--- config.mk ---
export PLATFORM = sky130hd
export DESIGN_NAME = alpha_mask_rgb565_colorizer_unit
export DESIGN_NICKNAME = d
export VERILOG_FILES = /design/src/design/amrc_pkg.sv /design/src/design/amrc_shade.sv /design/src/design/alpha_mask_rgb565_colorizer_unit.sv
export SDC_FILE = /design/constraint.sdc
export NUM_CORES = 1
export LEC_CHECK = 0
export BUFFER_PORTS_ARGS = -buffer_cell sky130_fd_sc_hd__buf_2
export CAP_MARGIN = 0
export CORE_MARGIN = 2
export CORE_UTILIZATION = 25
export CTS_CLUSTER_DIAMETER = 80
export DETAILED_ROUTE_END_ITERATION = 12
export PLACE_DENSITY = 0.41
export SKIP_LAST_GASP = 1
export SYNTH_ARGS = -nofsm -noshare
export SYNTH_HDL_FRONTEND = slang
export SYNTH_SLANG_ARGS = --single-unit
--- constraint.sdc ---
create_clock -name clk -period 25.1 [get_ports clk]
set_clock_uncertainty 0.05 [all_clocks]
set_input_delay 2.51 -clock clk [delete_from_list [all_inputs] [get_ports clk]]
set_output_delay 2.51 -clock clk [all_outputs]
set_load 0.02 [all_outputs]
--- src/design/amrc_pkg.sv ---
`timescale 1ns / 1ps
// ----------------------------------------------------------------------------
// amrc_pkg: shared types and constants for the alpha mask colorizer
// Payload structs, color layout, register indexes and the channel blend.
// ----------------------------------------------------------------------------
package amrc_pkg;

	localparam int unsigned ChanW   = 8;
	localparam int unsigned AlphaW  = 4;
	localparam int unsigned ColorW  = 3 * ChanW;
	localparam int unsigned PixelW  = 16;
	localparam int unsigned CfgIdxW = 2;

	localparam logic [AlphaW-1:0] AlphaMax = 4'd15;

	// x / 15 for x < 3826 is ((x + 1) * 0x1111) >> 16
	localparam int unsigned SumW  = ChanW + AlphaW;
	localparam int unsigned RecipW = SumW + 13;

	localparam logic [ColorW-1:0] FgReset = 24'hFF_FFFF;
	localparam logic [ColorW-1:0] BgReset = 24'h00_0000;

	typedef enum logic [CfgIdxW-1:0] {
		REG_FG_COLOR = 2'd0,
		REG_BG_COLOR = 2'd1,
		REG_BLANK    = 2'd2
	} cfg_reg_t;

	typedef struct packed {
		logic [ChanW-1:0] red;
		logic [ChanW-1:0] green;
		logic [ChanW-1:0] blue;
	} color_t;

	typedef struct packed {
		logic [7:0] mask_byte;
		logic       row_present;
	} in_item_t;

	typedef struct packed {
		logic [PixelW-1:0] left_pixel;
		logic [PixelW-1:0] right_pixel;
	} out_item_t;

	// (f*a + b*(15-a)) / 15, truncating
	function automatic logic [ChanW-1:0] blend_channel(
		input logic [ChanW-1:0]  f,
		input logic [ChanW-1:0]  b,
		input logic [AlphaW-1:0] a
	);
		logic [SumW-1:0]   sum;
		logic [RecipW-1:0] y;
		logic [RecipW-1:0] prod;
		sum  = SumW'(f) * SumW'(a) + SumW'(b) * SumW'(AlphaMax - a);
		y    = RecipW'(sum) + RecipW'(1);
		prod = y + (y << 4) + (y << 8) + (y << 12);
		return prod[16 +: ChanW];
	endfunction

endpackage

--- src/design/amrc_shade.sv ---
`timescale 1ns / 1ps
// ----------------------------------------------------------------------------
// amrc_shade: one pixel shader
// Blends foreground over background by a 4-bit alpha and packs to RGB565.
// ----------------------------------------------------------------------------
module amrc_shade (
	input  amrc_pkg::color_t            fg,
	input  amrc_pkg::color_t            bg,
	input  logic [amrc_pkg::AlphaW-1:0] alpha,
	output logic [amrc_pkg::PixelW-1:0] pixel
);
	import amrc_pkg::*;

	logic [ChanW-1:0] red;
	logic [ChanW-1:0] green;
	logic [ChanW-1:0] blue;

	always_comb begin
		red   = blend_channel(fg.red,   bg.red,   alpha);
		green = blend_channel(fg.green, bg.green, alpha);
		blue  = blend_channel(fg.blue,  bg.blue,  alpha);
	end

	// keep the top 5:6:5 bits
	assign pixel = {red[7:3], green[7:2], blue[7:3]};

endmodule

--- src/design/alpha_mask_rgb565_colorizer_unit.sv ---
`timescale 1ns / 1ps
// ----------------------------------------------------------------------------
// alpha_mask_rgb565_colorizer_unit: text mask to RGB565 colorizer
// Turns one mask byte (two 4-bit alphas) into two blended RGB565 pixels.
// ----------------------------------------------------------------------------
// Path: an input transfer is captured in the input register, then blended
//   into the result register.
// Throughput: one item per cycle; the two-stage pipeline holds under stall.
// Reset: pipeline empty, fg_color = 0xFFFFFF, bg_color = 0, blank = 0.
module alpha_mask_rgb565_colorizer_unit (
	input  logic                          clk,
	input  logic                          arst_n,
	input  logic                          in_valid,
	output logic                          in_stall,
	input  amrc_pkg::in_item_t            in_item,
	output logic                          out_valid,
	input  logic                          out_stall,
	output amrc_pkg::out_item_t           out_item,
	input  logic                          cfg_we,
	input  logic [amrc_pkg::CfgIdxW-1:0]  cfg_index,
	input  logic [amrc_pkg::ColorW-1:0]   cfg_data
);
	import amrc_pkg::*;

	color_t    fg_q;
	color_t    bg_q;
	logic      blank_q;

	logic      valid_s1;
	in_item_t  item_s1;
	logic      valid_s2;
	out_item_t item_s2;

	logic      adv_s1;
	logic      adv_s2;
	logic [AlphaW-1:0] left_alpha;
	logic [AlphaW-1:0] right_alpha;
	logic [PixelW-1:0] left_pix;
	logic [PixelW-1:0] right_pix;

	// configuration registers
	always_ff @(posedge clk or negedge arst_n) begin
		if (!arst_n) begin
			fg_q    <= FgReset;
			bg_q    <= BgReset;
			blank_q <= 1'b0;
		end else if (cfg_we) begin
			case (cfg_reg_t'(cfg_index))
				REG_FG_COLOR: fg_q    <= cfg_data;
				REG_BG_COLOR: bg_q    <= cfg_data;
				REG_BLANK:    blank_q <= cfg_data[0];
				default: ;
			endcase
		end
	end

	assign adv_s2   = !valid_s2 || !out_stall;
	assign adv_s1   = !valid_s1 || adv_s2;
	assign in_stall = !adv_s1;

	always_ff @(posedge clk or negedge arst_n) begin
		if (!arst_n) begin
			valid_s1 <= 1'b0;
			valid_s2 <= 1'b0;
		end else begin
			if (adv_s1) begin
				valid_s1 <= in_valid;
			end
			if (adv_s2) begin
				valid_s2 <= valid_s1;
			end
		end
	end

	always_ff @(posedge clk) begin
		if (adv_s1 && in_valid) begin
			item_s1 <= in_item;
		end
		if (adv_s2 && valid_s1) begin
			item_s2 <= '{left_pixel: left_pix, right_pixel: right_pix};
		end
	end

	// blank or absent row: both alphas drop to zero
	always_comb begin
		if (blank_q || !item_s1.row_present) begin
			left_alpha  = '0;
			right_alpha = '0;
		end else begin
			left_alpha  = item_s1.mask_byte[7:4];
			right_alpha = item_s1.mask_byte[3:0];
		end
	end

	amrc_shade u_shade_left (
		.fg    (fg_q),
		.bg    (bg_q),
		.alpha (left_alpha),
		.pixel (left_pix)
	);

	amrc_shade u_shade_right (
		.fg    (fg_q),
		.bg    (bg_q),
		.alpha (right_alpha),
		.pixel (right_pix)
	);

	assign out_valid = valid_s2;
	assign out_item  = item_s2;

	// an accepted transfer lands in the input register
	a_accept_lands: assert property (@(posedge clk) disable iff (!arst_n)
		$past(arst_n) && $past(in_valid && !in_stall) |-> valid_s1)
		else $error("accepted transfer not captured");

	// a full pipeline blocked at the output must stall the input
	a_full_stalls: assert property (@(posedge clk) disable iff (!arst_n)
		valid_s1 && valid_s2 && out_stall |-> in_stall)
		else $error("input taken while pipeline full and stalled");

	// blanking gives both pixels the background colour
	a_blank_same: assert property (@(posedge clk) disable iff (!arst_n)
		blank_q && out_valid |-> out_item.left_pixel == out_item.right_pixel)
		else $error("blank pixels differ");

endmodule

# Word level (Yosys, flattened, before mapping)
# Index checks and enable logic that the tools add are counted.
# word_totals
regBits	92
output_inout_bits	34
wordCells	75
in_bits	40
# classes
reduce_logical	14
n_mux	2
eq_ne	2
add_sub_neg	32
n_mul	12
# op_table
operator	count
$add A24 B24 Y24	6
$add A13 B17 Y18	6
$add A24 B21 Y24	4
$add A12 B1 Y13 const B	6
$add A12 B12 Y12	6
$mul A8 B12 Y12	6
$mul A8 B4 Y12	6
$add A18 B21 Y22	2
$sub A4 B4 Y5 const A	2
$mux W4	2
$reduce_and A2 Y1	3
$logic_not A1 Y1	5
$logic_or A1 B1 Y1	3
$eq A2 B1 Y1 const B	1
$eq A2 B2 Y1 const B	1
$logic_and A1 B1 Y1	2
$logic_not A2 Y1	1

# Logic depth before layout (Yosys ltp)
# Gate-level depths: netlist (run 1).
# depth
ltp_word	10
ltp_mapped	43
mapped_depth_nobuf	41

# Hierarchy
# A second synthesis (run 1) with hierarchy kept.
# hier_totals
cells_unflattened	2466
hier_area_um2	23065.9
# by_module_without_submodules
mod	instances	area_per_inst_um2	cells_per_inst	seq_area_each_um2
amrc_shade (u_shade_left)	1	10017.1	1159	0.0
amrc_shade (u_shade_right)	1	9799.4	1144	0.0
alpha_mask_rgb565_colorizer_unit	1	3249.4	163	2537.4

# Worst setup path before layout (run 1)
# Ideal clock, no wire load.
# synth_path
path_type	register -> register
start	reg blank_q
end	reg item_s2 (netlist bit out_item[20]), data pin
t_required_ns	24.775
period_less_slack_ns	10.144
arrival_ns	9.818
path_slack_ns	14.956
path_stages_with_launch	43
setup_time_ns	0.275
path_cell_list	dfrtp_1 -> nor2b_1 -> clkbuf_1 -> clkbuf_1 -> nand2_1 -> clkbuf_1 -> and2_1 -> fa_1 -> inv_1 -> fa_1 -> inv_1 -> ha_1 -> fa_1 -> inv_1 -> fa_1 -> inv_1 -> ha_1 -> a21oi_1 -> [7 not listed] -> fa_1 -> ha_1 -> a21o_1 -> a21oi_1 -> o21ai_0 -> nand3_1 -> a21boi_0 -> o22a_1 -> a31o_2 -> xor2_1 -> ha_1 -> nand4_1 -> nor3_1 -> a2111oi_0 -> nor2b_1 -> o41ai_1 -> o21ba_2 -> xor2_1
# synth_via
elab_chain_cells	9
elab_cells_between_ends	10
# synth_rtl
element	line_no	rtl
from (decl)	alpha_mask_rgb565_colorizer_unit.sv:27	logic blank_q;
from (signal assigned)	alpha_mask_rgb565_colorizer_unit.sv:51	REG_BLANK: blank_q <= cfg_data[0];
$logic_or A1 B1 Y1 *	alpha_mask_rgb565_colorizer_unit.sv:86	if (blank_q || !item_s1.row_present) begin
$mux W4 *	alpha_mask_rgb565_colorizer_unit.sv:86	
$sub A4 B4 Y5	amrc_pkg.sv:54	sum = SumW'(f) * SumW'(a) + SumW'(b) * SumW'(AlphaMax - a);
$mul A8 B12 Y12	amrc_pkg.sv:54	
$add A12 B12 Y12 *	amrc_pkg.sv:54	
$add A12 B1 Y13 *	amrc_pkg.sv:55	y = RecipW'(sum) + RecipW'(1);
$add A13 B17 Y18	amrc_pkg.sv:56	prod = y + (y << 4) + (y << 8) + (y << 12);
$add A18 B21 Y22	amrc_pkg.sv:56	
$add A24 B24 Y24 *	amrc_pkg.sv:56	
named net left_pix[4]	alpha_mask_rgb565_colorizer_unit.sv:38	logic [PixelW-1:0] left_pix;
to (signal assigned)	alpha_mask_rgb565_colorizer_unit.sv:80	item_s2 <= '{left_pixel: left_pix, right_pixel: right_pix};
to (decl)	alpha_mask_rgb565_colorizer_unit.sv:32	out_item_t item_s2;
# Mark *: on every way through the listed nets, which the timed path passes. The rest lies on a longest branch.
# A chain may end at the register's enable or synchronous reset.

# Worst setup path in the final report (run 1)
# Ends and elaborated chain as after synthesis.

==> out/metrics.csv, run 1 <==
metric,value,unit
status,"complete, no violations",
H-tree depth,3,
largest family of logic cells by synthesized area,adder cells,
Worst-Skew Late Latency,0.41,ns
Post-Route WL,60000,um
Synth Area in Compound Gates,8.04,%
critical setup path kind,flip-flop to flip-flop,
post-synthesis xor/xnor area fraction,7.58,%
Min-Delay Path Class,flip-flop to flip-flop,
worst-path maximum fanout,44,
Final Wtd Congestion,0.804,
worst slew pin tran,0.974,ns
Via density,4.56,
DIE AREA,93700,um2
async set-reset flop share out of synthesis,55.4,%
max-cap viol count,0,
CTS tree,built,
TritonRoute pass-1 iters,5,
"Min Clock Period, post-route",11.85,ns
vias in the first global route,18544,
clock root buffer,clkbuf_16,
reg2reg path depth,37,
largest net degree at the start of global routing,52,
Slew HR,35.1,%
GR Overflow Total,0,
FMAX,84.4,MHz
adder-cell share of the synthesized area,45.9,%
critical path endpoint category,flip-flop,
final net count,3238,
startpoint types,flip-flop,
Sink Count,92,
routed len/inst,16.1,um
WP data required,25.19,ns
core area,90100,um2
clock buffer depth,2,
I/O Buffers,73,
hold buffer count at CTS,0,
slowest CP cell,nand2_1,
Post-CTS Setup Bufs,0,
# DRC,0,
Post-synth EDFFs,41,
TritonCTS Buffers,9,
clk slew on worst S/H paths,0.08,ns
Post-Syn Area,22800,um2
I/O Pins,74,
final hold vios,0,
layout cells sized above 1,8.85,%
DP Wirelength,49800,um
Synth Warn #,0,
fin cells,3719,
PostCTS Resize Cnt,0,
Simple-Gate Fraction of Synth Area,15.4,%
Critical Path Max Stage Delay,0.64,ns
Placed Cells,3701,
DR vias,16957,
post-synthesis register bit count,92,
number of DRC markers in iteration 0,713,
period utilization,47.2,%
area delta synth->final,9.27,%
Rows,110,
most frequent CP cell,fa_1,
count of cell types in the netlist,88,
setup TNS,0,ns
Arrival @ worst endpoint,11.94,ns
initial antenna violation count,9,
Detail Route Antenna Nets,0,
ys flop type,edfxtp_1,
Total Routing Usage GR,13.4,%
RSZ-0062 raised after global routing,false,
multiplexer share of the synthesized area,3.01,%
cells after synthesis,2483,
"Seq/Total Area, Yosys",11.1,%
final-report setup violation count,0,
worst hold stages,1,
Initial Utilization,25.3,%
Horiz. Die Dim,306,um
Mapped Avg Cell Area,9.19,um2
pins over their slew limit,0,
die height,306,um
global-route wire length before repair,99600,um
final timing paths:
check                      startpoint           end  slack (ns)
min reg2reg                  valid_s1     out_valid        0.44
max reg2reg                   blank_q  out_item[20]       13.25
min                          valid_s1     out_valid        0.44
min in group asynchronous      arst_n     out_valid        2.19
max                           blank_q  out_item[20]       13.25
max in group asynchronous      arst_n       bg_q[5]       22.29
placed cells by master, fill, tap and decap left out, drive strengths merged, types with 41 or more instances in the layout:
master,synthesis,final
edfxtp,41,41
inv,472,476
ha,374,374
xnor2,127,127
xor2,67,67
and3,74,74
a21o,45,45
fa,288,288
buf,19,91
nor2,55,55
and2,173,173
mux2,52,52
nand3,44,44
nand2,216,216
a21oi,64,64
synth_stat cells (all sizes together) (11+ instances only):
cell type / count / area [um2]
edfxtp: 41 / 1230
mux2: 52 / 586
ha: 374 / 4680
xor2: 67 / 587
xnor2: 127 / 1120
clkbuf: 46 / 173
fa: 288 / 5770
nand2: 216 / 813
nand3: 44 / 220
and2: 173 / 1080
buf: 19 / 80.1
nor2b: 14 / 87.6
nor3: 22 / 115
o21ai: 28 / 140
o21bai: 12 / 90.1
or3: 12 / 76.3
nor2: 55 / 209
a211oi: 12 / 100
a31oi: 16 / 130
a21oi: 64 / 320
inv: 472 / 1770
o211ai: 12 / 95.1
and3: 74 / 463
o21a: 11 / 83.8
nand4: 11 / 68.8
a21o: 45 / 340
dfstp: 24 / 631
dfrtp: 27 / 676
per-layer routing:
| metal | share of wire [%] | vias up | routed length (um) | global-route usage (%) |
|---|---|---|---|---|
| met5 | 0.057 | - | 34 | 0 |
| met4 | 1.2 | 6 | 694 | 2.57 |
| met2 | 47 | 221 | 28500 | 22.7 |
| li1 | - | 8150 | - | - |
| met1 | 48 | 8543 | 28700 | 18.3 |
| met3 | 3.5 | 37 | 2130 | 2.02 |
logic make-up after synthesis:
logic type / count (synthesis)
other: 2
XOR/XNOR: 195
multiplexers: 62
AO/OA/AOI/OAI: 261
buffers and inverters: 537
flip-flops: 92
adder cells (fa/ha/maj): 664
AND/OR/NAND/NOR: 670
stage by stage:
stage          utilization (%)  instance area, um2  setup slack [ns]  hold WS [ns]
5_1_grt                   27.6               24900             12.10         0.486
3_5_place_dp              27.3               24600             13.22         0.428
4_1_cts                   27.6               24900             13.18         0.448
3_3_place_gp              27.3               24600             13.38         0.417
6_report                  27.6               24900             13.25         0.443
2_1_floorplan                -               22900             14.96         0.393
state kept, by name (all words and copies together) (netlist names):
| name | count |
|---|---|
| bg_q | 24 |
| blank_q | 1 |
| fg_q | 24 |
| item_s1 | 9 |
| out_item | 32 |
| out_valid | 1 |
| valid_s1 | 1 |
critical path: cells and delay by family (launching register included):
family                     cells  cell delay [ns]
DFF                            1             0.44
xor gates and xnor gates       4             1.16
and+or+nand+nor                9             2.35
buffers and inverters          4             0.65
AOI/OAI and AO/OA             11             3.12
adders and majority gates      9             3.76
layout make-up:
cell class / count / area [um2]
Tap cell: 1176 / 1470
Multi-Input combinational cell: 1870 / 18300
Antenna cell: 2 / 5.00
Sequential cell: 92 / 2540
Clock buffer: 9 / 225
Clock inverter: 7 / 80.1
Inverter: 472 / 1770
Fill cell: 9546 / 65200
Timing Repair Buffer: 91 / 500
Power of run 1 is left out: the tool's default activity adds up to more than one toggle a clock period on the data nets, which glitch-free logic cannot reach.
==> run 2: changes to the inputs <==
- ABC_AREA: default -> 1
- PLACE_DENSITY: 0.41 -> 0.42
- clock period: 25.1 -> 10.75 ns (I/O delays scaled with it)
==> out/metrics.csv, run 2 <==
metric,value,unit,change
Post-Syn Area,25000,um2,was 22800 um2
Synth Warn #,0,,unchanged
CTS tree,built,,unchanged
TritonRoute pass-1 iters,5,,unchanged
Sink Count,92,,unchanged
final-report setup violation count,0,,unchanged
FMAX,104,MHz,was 84.4 MHz
max reg flops,32,,unchanged
Arrival @ worst endpoint,9.70,ns,was 11.94 ns
RSZ-0062 raised after global routing,false,,unchanged
final hold vios,0,,unchanged
die height,320,um,was 306 um
Critical Path Max Stage Delay,0.55,ns,was 0.64 ns
pins over their slew limit,0,,unchanged
cells after synthesis,3479,,was 2483
WP data required,10.86,ns,was 25.19 ns
Slew HR,28.1,%,was 35.1%
setup TNS,0,ns,unchanged
async set-reset flop share out of synthesis,55.4,%,unchanged
"Seq/Total Area, Yosys",10.2,%,was 11.1%
post-synthesis register bit count,92,,unchanged
max-cap viol count,0,,unchanged
area delta synth->final,8.69,%,was 9.27%
core area,98700,um2,was 90100 um2
Via density,4.22,,was 4.56
r2r setup slk,1.16,ns,was 13.25 ns
initial antenna violation count,1,,was 9
Total Routing Usage GR,14.0,%,was 13.4%
met2 Usage GRT,23.0,%,was 22.7%
clk slew on worst S/H paths,0.08,ns,about the same
Mapped Avg Cell Area,7.18,um2,was 9.19 um2
routed len/inst,14.4,um,was 16.1 um
"commonest non-fill, non-tap cell in the layout",inv_1,,unchanged
I/O Pins,74,,unchanged
Rows,115,,was 110
Area contributors post-synth,"fa_1, ha_1, inv_1, nand2_1, edfxtp_1",,"was fa_1, ha_1, inv_1, edfxtp_1, xnor2_1"
"Min Clock Period, post-route",9.59,ns,was 11.85 ns
TritonCTS Buffers,9,,unchanged
most frequent cells in the layout,"inv_1, nand2_1, ha_1",,"was inv_1, ha_1, fa_1"
GR Overflow Total,0,,unchanged
vias in the first global route,20738,,was 18544
GRT busiest layer,met2,,unchanged
critical path endpoint category,flip-flop,,unchanged
CP top delay family,adder cells,,unchanged
Initial Utilization,25.3,%,about the same
Bufs and invs on worst path,9,,was 4
Final Wtd Congestion,0.841,,was 0.804
PostCTS Resize Cnt,0,,unchanged
synth cell count leaders,"inv_1, nand2_1, ha_1",,"was inv_1, ha_1, fa_1"
worst-path maximum fanout,17,,was 44
ys flop type,edfxtp_1,,unchanged
fin cells,4814,,was 3719
Post-Route WL,69200,um,was 60000 um
I/O Buffers,73,,unchanged
Min-Delay Path Class,flip-flop to flip-flop,,unchanged
# DRC,0,,unchanged
worst slew pin tran,1.08,ns,was 0.974 ns
Worst-Skew Late Latency,0.42,ns,was 0.41 ns
top cell type's share of synthesized area,23.1,%,was 25.3%
"count leader, synth",inv_1,,unchanged
number of DRC markers in iteration 0,879,,was 713
final net count,4223,,was 3238
DR vias,20326,,was 16957
clock buffer depth,2,,unchanged
period utilization,89.2,%,was 47.2%
H-tree depth,3,,unchanged
Post-CTS Setup Bufs,0,,unchanged
critical setup path kind,flip-flop to flip-flop,,unchanged
met3 usage,1.28,%,was 2.02%
global-route wire length before repair,113000,um,was 99600 um
slowest CP cell,fa_1,,was nand2_1
Detail Route Antenna Nets,0,,unchanged
largest net degree at the start of global routing,52,,unchanged
layout cells sized above 1,5.53,%,was 8.85%
DIE AREA,102000,um2,was 93700 um2
status,"complete, no violations",,unchanged
met1 Usage GRT,19.6,%,was 18.3%
Placed Cells,4797,,was 3701
startpoint types,flip-flop,,unchanged
leading area contributor after synthesis,fa_1,,unchanged
DP Wirelength,59300,um,was 49800 um
Horiz. Die Dim,320,um,was 306 um
count of cell types in the netlist,61,,was 88
hold buffer count at CTS,0,,unchanged
Post-synth EDFFs,41,,unchanged
clock root buffer,clkbuf_16,,unchanged
-- run 2: changes by cell type in the layout (fill, tap and decap cells not counted), sizes merged, moves of 96 or more --
cell and delta:
nand2 +687, inv +441, and2 -172, nor2 +145, nand3 +111, xnor2 -96
-- run 2: per-layer routing --
metal  up-vias  routed length [um]
li1      10538                   -
met1      9539               35100
met2       199               31300
met3        48                1470
met4         2                1280
met5         -                  16
-- run 2: metrics by stage --
stage / hold WS, ns / cell area [um2] / setup slack [ns] / utilization (%)
finish: 0.440 / 27100 / 1.16 / 27.5
global route: 0.481 / 27100 / 0.184 / 27.5
CTS: 0.445 / 27100 / 1.08 / 27.5
detailed placement: 0.424 / 26900 / 1.12 / 27.2
global placement: 0.429 / 26900 / 1.19 / 27.2
floorplan: 0.383 / 25000 / 2.04 / -
-- run 2: final timing paths --
kind | start | to | depth (start not counted)
setup / recovery | blank_q | out_item[7] | 41
hold / removal | valid_s1 | out_valid | 2
setup reg to reg | blank_q | out_item[7] | 41
hold reg to reg | valid_s1 | out_valid | 2
max in group asynchronous | arst_n | bg_q[8] | 2
min in group asynchronous | arst_n | valid_s1 | 2
-- run 2: cell type report --
cell class / count / area [um2]
Antenna cell: 1 / 2.50
Clock buffer: 10 / 229
Clock inverter: 6 / 46.3
Sequential cell: 92 / 2540
Multi-Input combinational cell: 2404 / 18700
Fill cell: 11002 / 71600
Inverter: 921 / 3460
Timing Repair Buffer: 93 / 528
Tap cell: 1287 / 1610
-- run 2: cell families (layout without fill, tap and decap cells) --
logic type      Yosys count  in the layout  synth area share [%]
simple gates           1343           1343                  22.4
compound gates          252            252                  5.75
other cells               2             19                0.0301
xor+xnor                129            129                  4.69
flops                    92             92                  10.2
buf+inv                 999           1030                  15.1
fa+ha+maj               662            662                  41.8
-- run 2: worst min-delay path, cell delays in order, from the launching register on --
cell and delay (ns):
dfrtp_1 0.33, inv_1 0.07, nand2_1 0.07
Power of run 2 is left out for the same reason.
==> run 3: changes to the inputs <==
- CELL_PAD_IN_SITES_DETAIL_PLACEMENT: default -> 0
- CELL_PAD_IN_SITES_GLOBAL_PLACEMENT: default -> 2
- PLACE_DENSITY: 0.42 -> 0.63
==> out/metrics.csv, run 3 (synthesis results as in run 2) <==
metric,value,unit,change
Final Wtd Congestion,0.777,,was 0.841
worst-path maximum fanout,19,,was 17
core area,98700,um2,unchanged
FMAX,102,MHz,was 104 MHz
Worst setup startpoint,blank_q,,unchanged
largest net degree at the start of global routing,52,,unchanged
hold buffer count at CTS,0,,unchanged
layout cells sized above 1,5.81,%,was 5.53%
Util after Layout,27.6,%,was 27.5%
startpoint types,flip-flop,,unchanged
max-cap viol count,0,,unchanged
most frequent cells in the layout,"inv_1, nand2_1, ha_1",,unchanged
global-route wire length before repair,118000,um,was 113000 um
Total Routing Usage GR,14.7,%,was 14.0%
worst hold slack,0.452,ns,was 0.440 ns
WP data required,10.88,ns,was 10.86 ns
H-tree depth,3,,unchanged
Detail Route Antenna Nets,0,,unchanged
Worst-Skew Late Latency,0.42,ns,about the same
status,"complete, no violations",,unchanged
Slew HR,28.8,%,was 28.1%
"Min Clock Period, post-route",9.76,ns,was 9.59 ns
final-report setup violation count,0,,unchanged
I/O Buffers,73,,unchanged
reg2reg start,blank_q,,unchanged
Rows,115,,unchanged
Initial Utilization,25.3,%,unchanged
GR Overflow Total,0,,unchanged
clock root buffer,clkbuf_16,,unchanged
Post-Route WL,71500,um,was 69200 um
r2r setup slk,0.99,ns,was 1.16 ns
period utilization,90.8,%,was 89.2%
critical path endpoint category,flip-flop,,unchanged
DP Wirelength,61300,um,was 59300 um
CTS tree,built,,unchanged
setup TNS,0,ns,unchanged
Via density,4.17,,was 4.22
die height,320,um,unchanged
worst hold stages,2,,unchanged
worst slew pin tran,1.06,ns,was 1.08 ns
area delta synth->final,9.01,%,was 8.69%
# DRC,0,,unchanged
critical setup path kind,flip-flop to flip-flop,,unchanged
R2R Path End,out_item[4],,was out_item[7]
routed len/inst,14.8,um,was 14.4 um
Arrival @ worst endpoint,9.89,ns,was 9.70 ns
"commonest non-fill, non-tap cell in the layout",inv_1,,unchanged
reg2reg path depth,48,,was 41
number of DRC markers in iteration 0,654,,was 879
max reg flops,32,,unchanged
TritonCTS Buffers,9,,unchanged
clock buffer depth,2,,unchanged
I/O Pins,74,,unchanged
Hold EP,out_valid,,unchanged
Min-Delay Path Class,flip-flop to flip-flop,,unchanged
hold path startpoint,valid_s1,,unchanged
DR vias,20114,,was 20326
final hold vios,0,,unchanged
clk slew on worst S/H paths,0.09,ns,was 0.08 ns
Critical Path Max Stage Delay,0.52,ns,was 0.55 ns
TritonRoute pass-1 iters,7,,was 5
initial antenna violation count,1,,unchanged
most frequent CP cell,nand2_1,,
Sink Count,92,,unchanged
slowest CP cell,fa_1,,unchanged
final net count,4228,,was 4223
Horiz. Die Dim,320,um,unchanged
RSZ-0062 raised after global routing,false,,unchanged
vias in the first global route,21399,,was 20738
DIE AREA,102000,um2,unchanged
pins over their slew limit,0,,unchanged
## run 3: repair_timing
| item | in CTS | in global routing |
|---|---|---|
| setup buffers | 0 | 7 |
| gates resized for setup | 0 | 3 |
| setup endpoints to repair | 0 | 3 |
## run 3: area by class of cell
cell class,count,area [um2]
flip-flops and latches,92,2540
inverters,921,3470
clock buffers,10,250
well taps,1287,1610
fillers,10958,71500
clock inverters,6,52.6
repair buffers,98,566
multi-input cells,2404,18700
diodes,2,5.00
## run 3: worst max-delay path by stage
stage               slack, ns          end  depth (start not counted)
detailed placement       0.57  out_item[4]                         48
global placement         0.66  out_item[4]                         49
finish                   0.99  out_item[4]                         48
global route             0.09  out_item[4]                         48
floorplan                2.04  out_item[4]                         46
CTS                      0.56  out_item[4]                         48
## run 3: routing by layer
metal / global-route usage, % / routed length [um] / part of all wire [%]
met1: 20.4 / 36200 / 51
met2: 24.4 / 32700 / 46
met3: 1.36 / 1460 / 2.0
met4: 3.46 / 1140 / 1.6
met5: 0 / 0 / 0
## run 3: worst max-delay path: cells and delay by family (launching register included)
kind	cells	cell delay, ns
xor+xnor	2	0.76
flops	1	0.46
compound gates	11	1.99
buf+inv	6	0.53
simple gates	20	1.91
fa+ha+maj	9	3.80
## run 3: per-stage QoR
stage	setup slack [ns]	cell area, um2	std cells
after detailed placement	0.574	26800	4795
after CTS	0.564	27100	4811
after global placement	0.664	26800	4795
after floorplan	2.04	25000	3495
after global routing	0.0892	27200	4818
final	0.994	27200	4820
Power of run 3 is left out for the same reason.
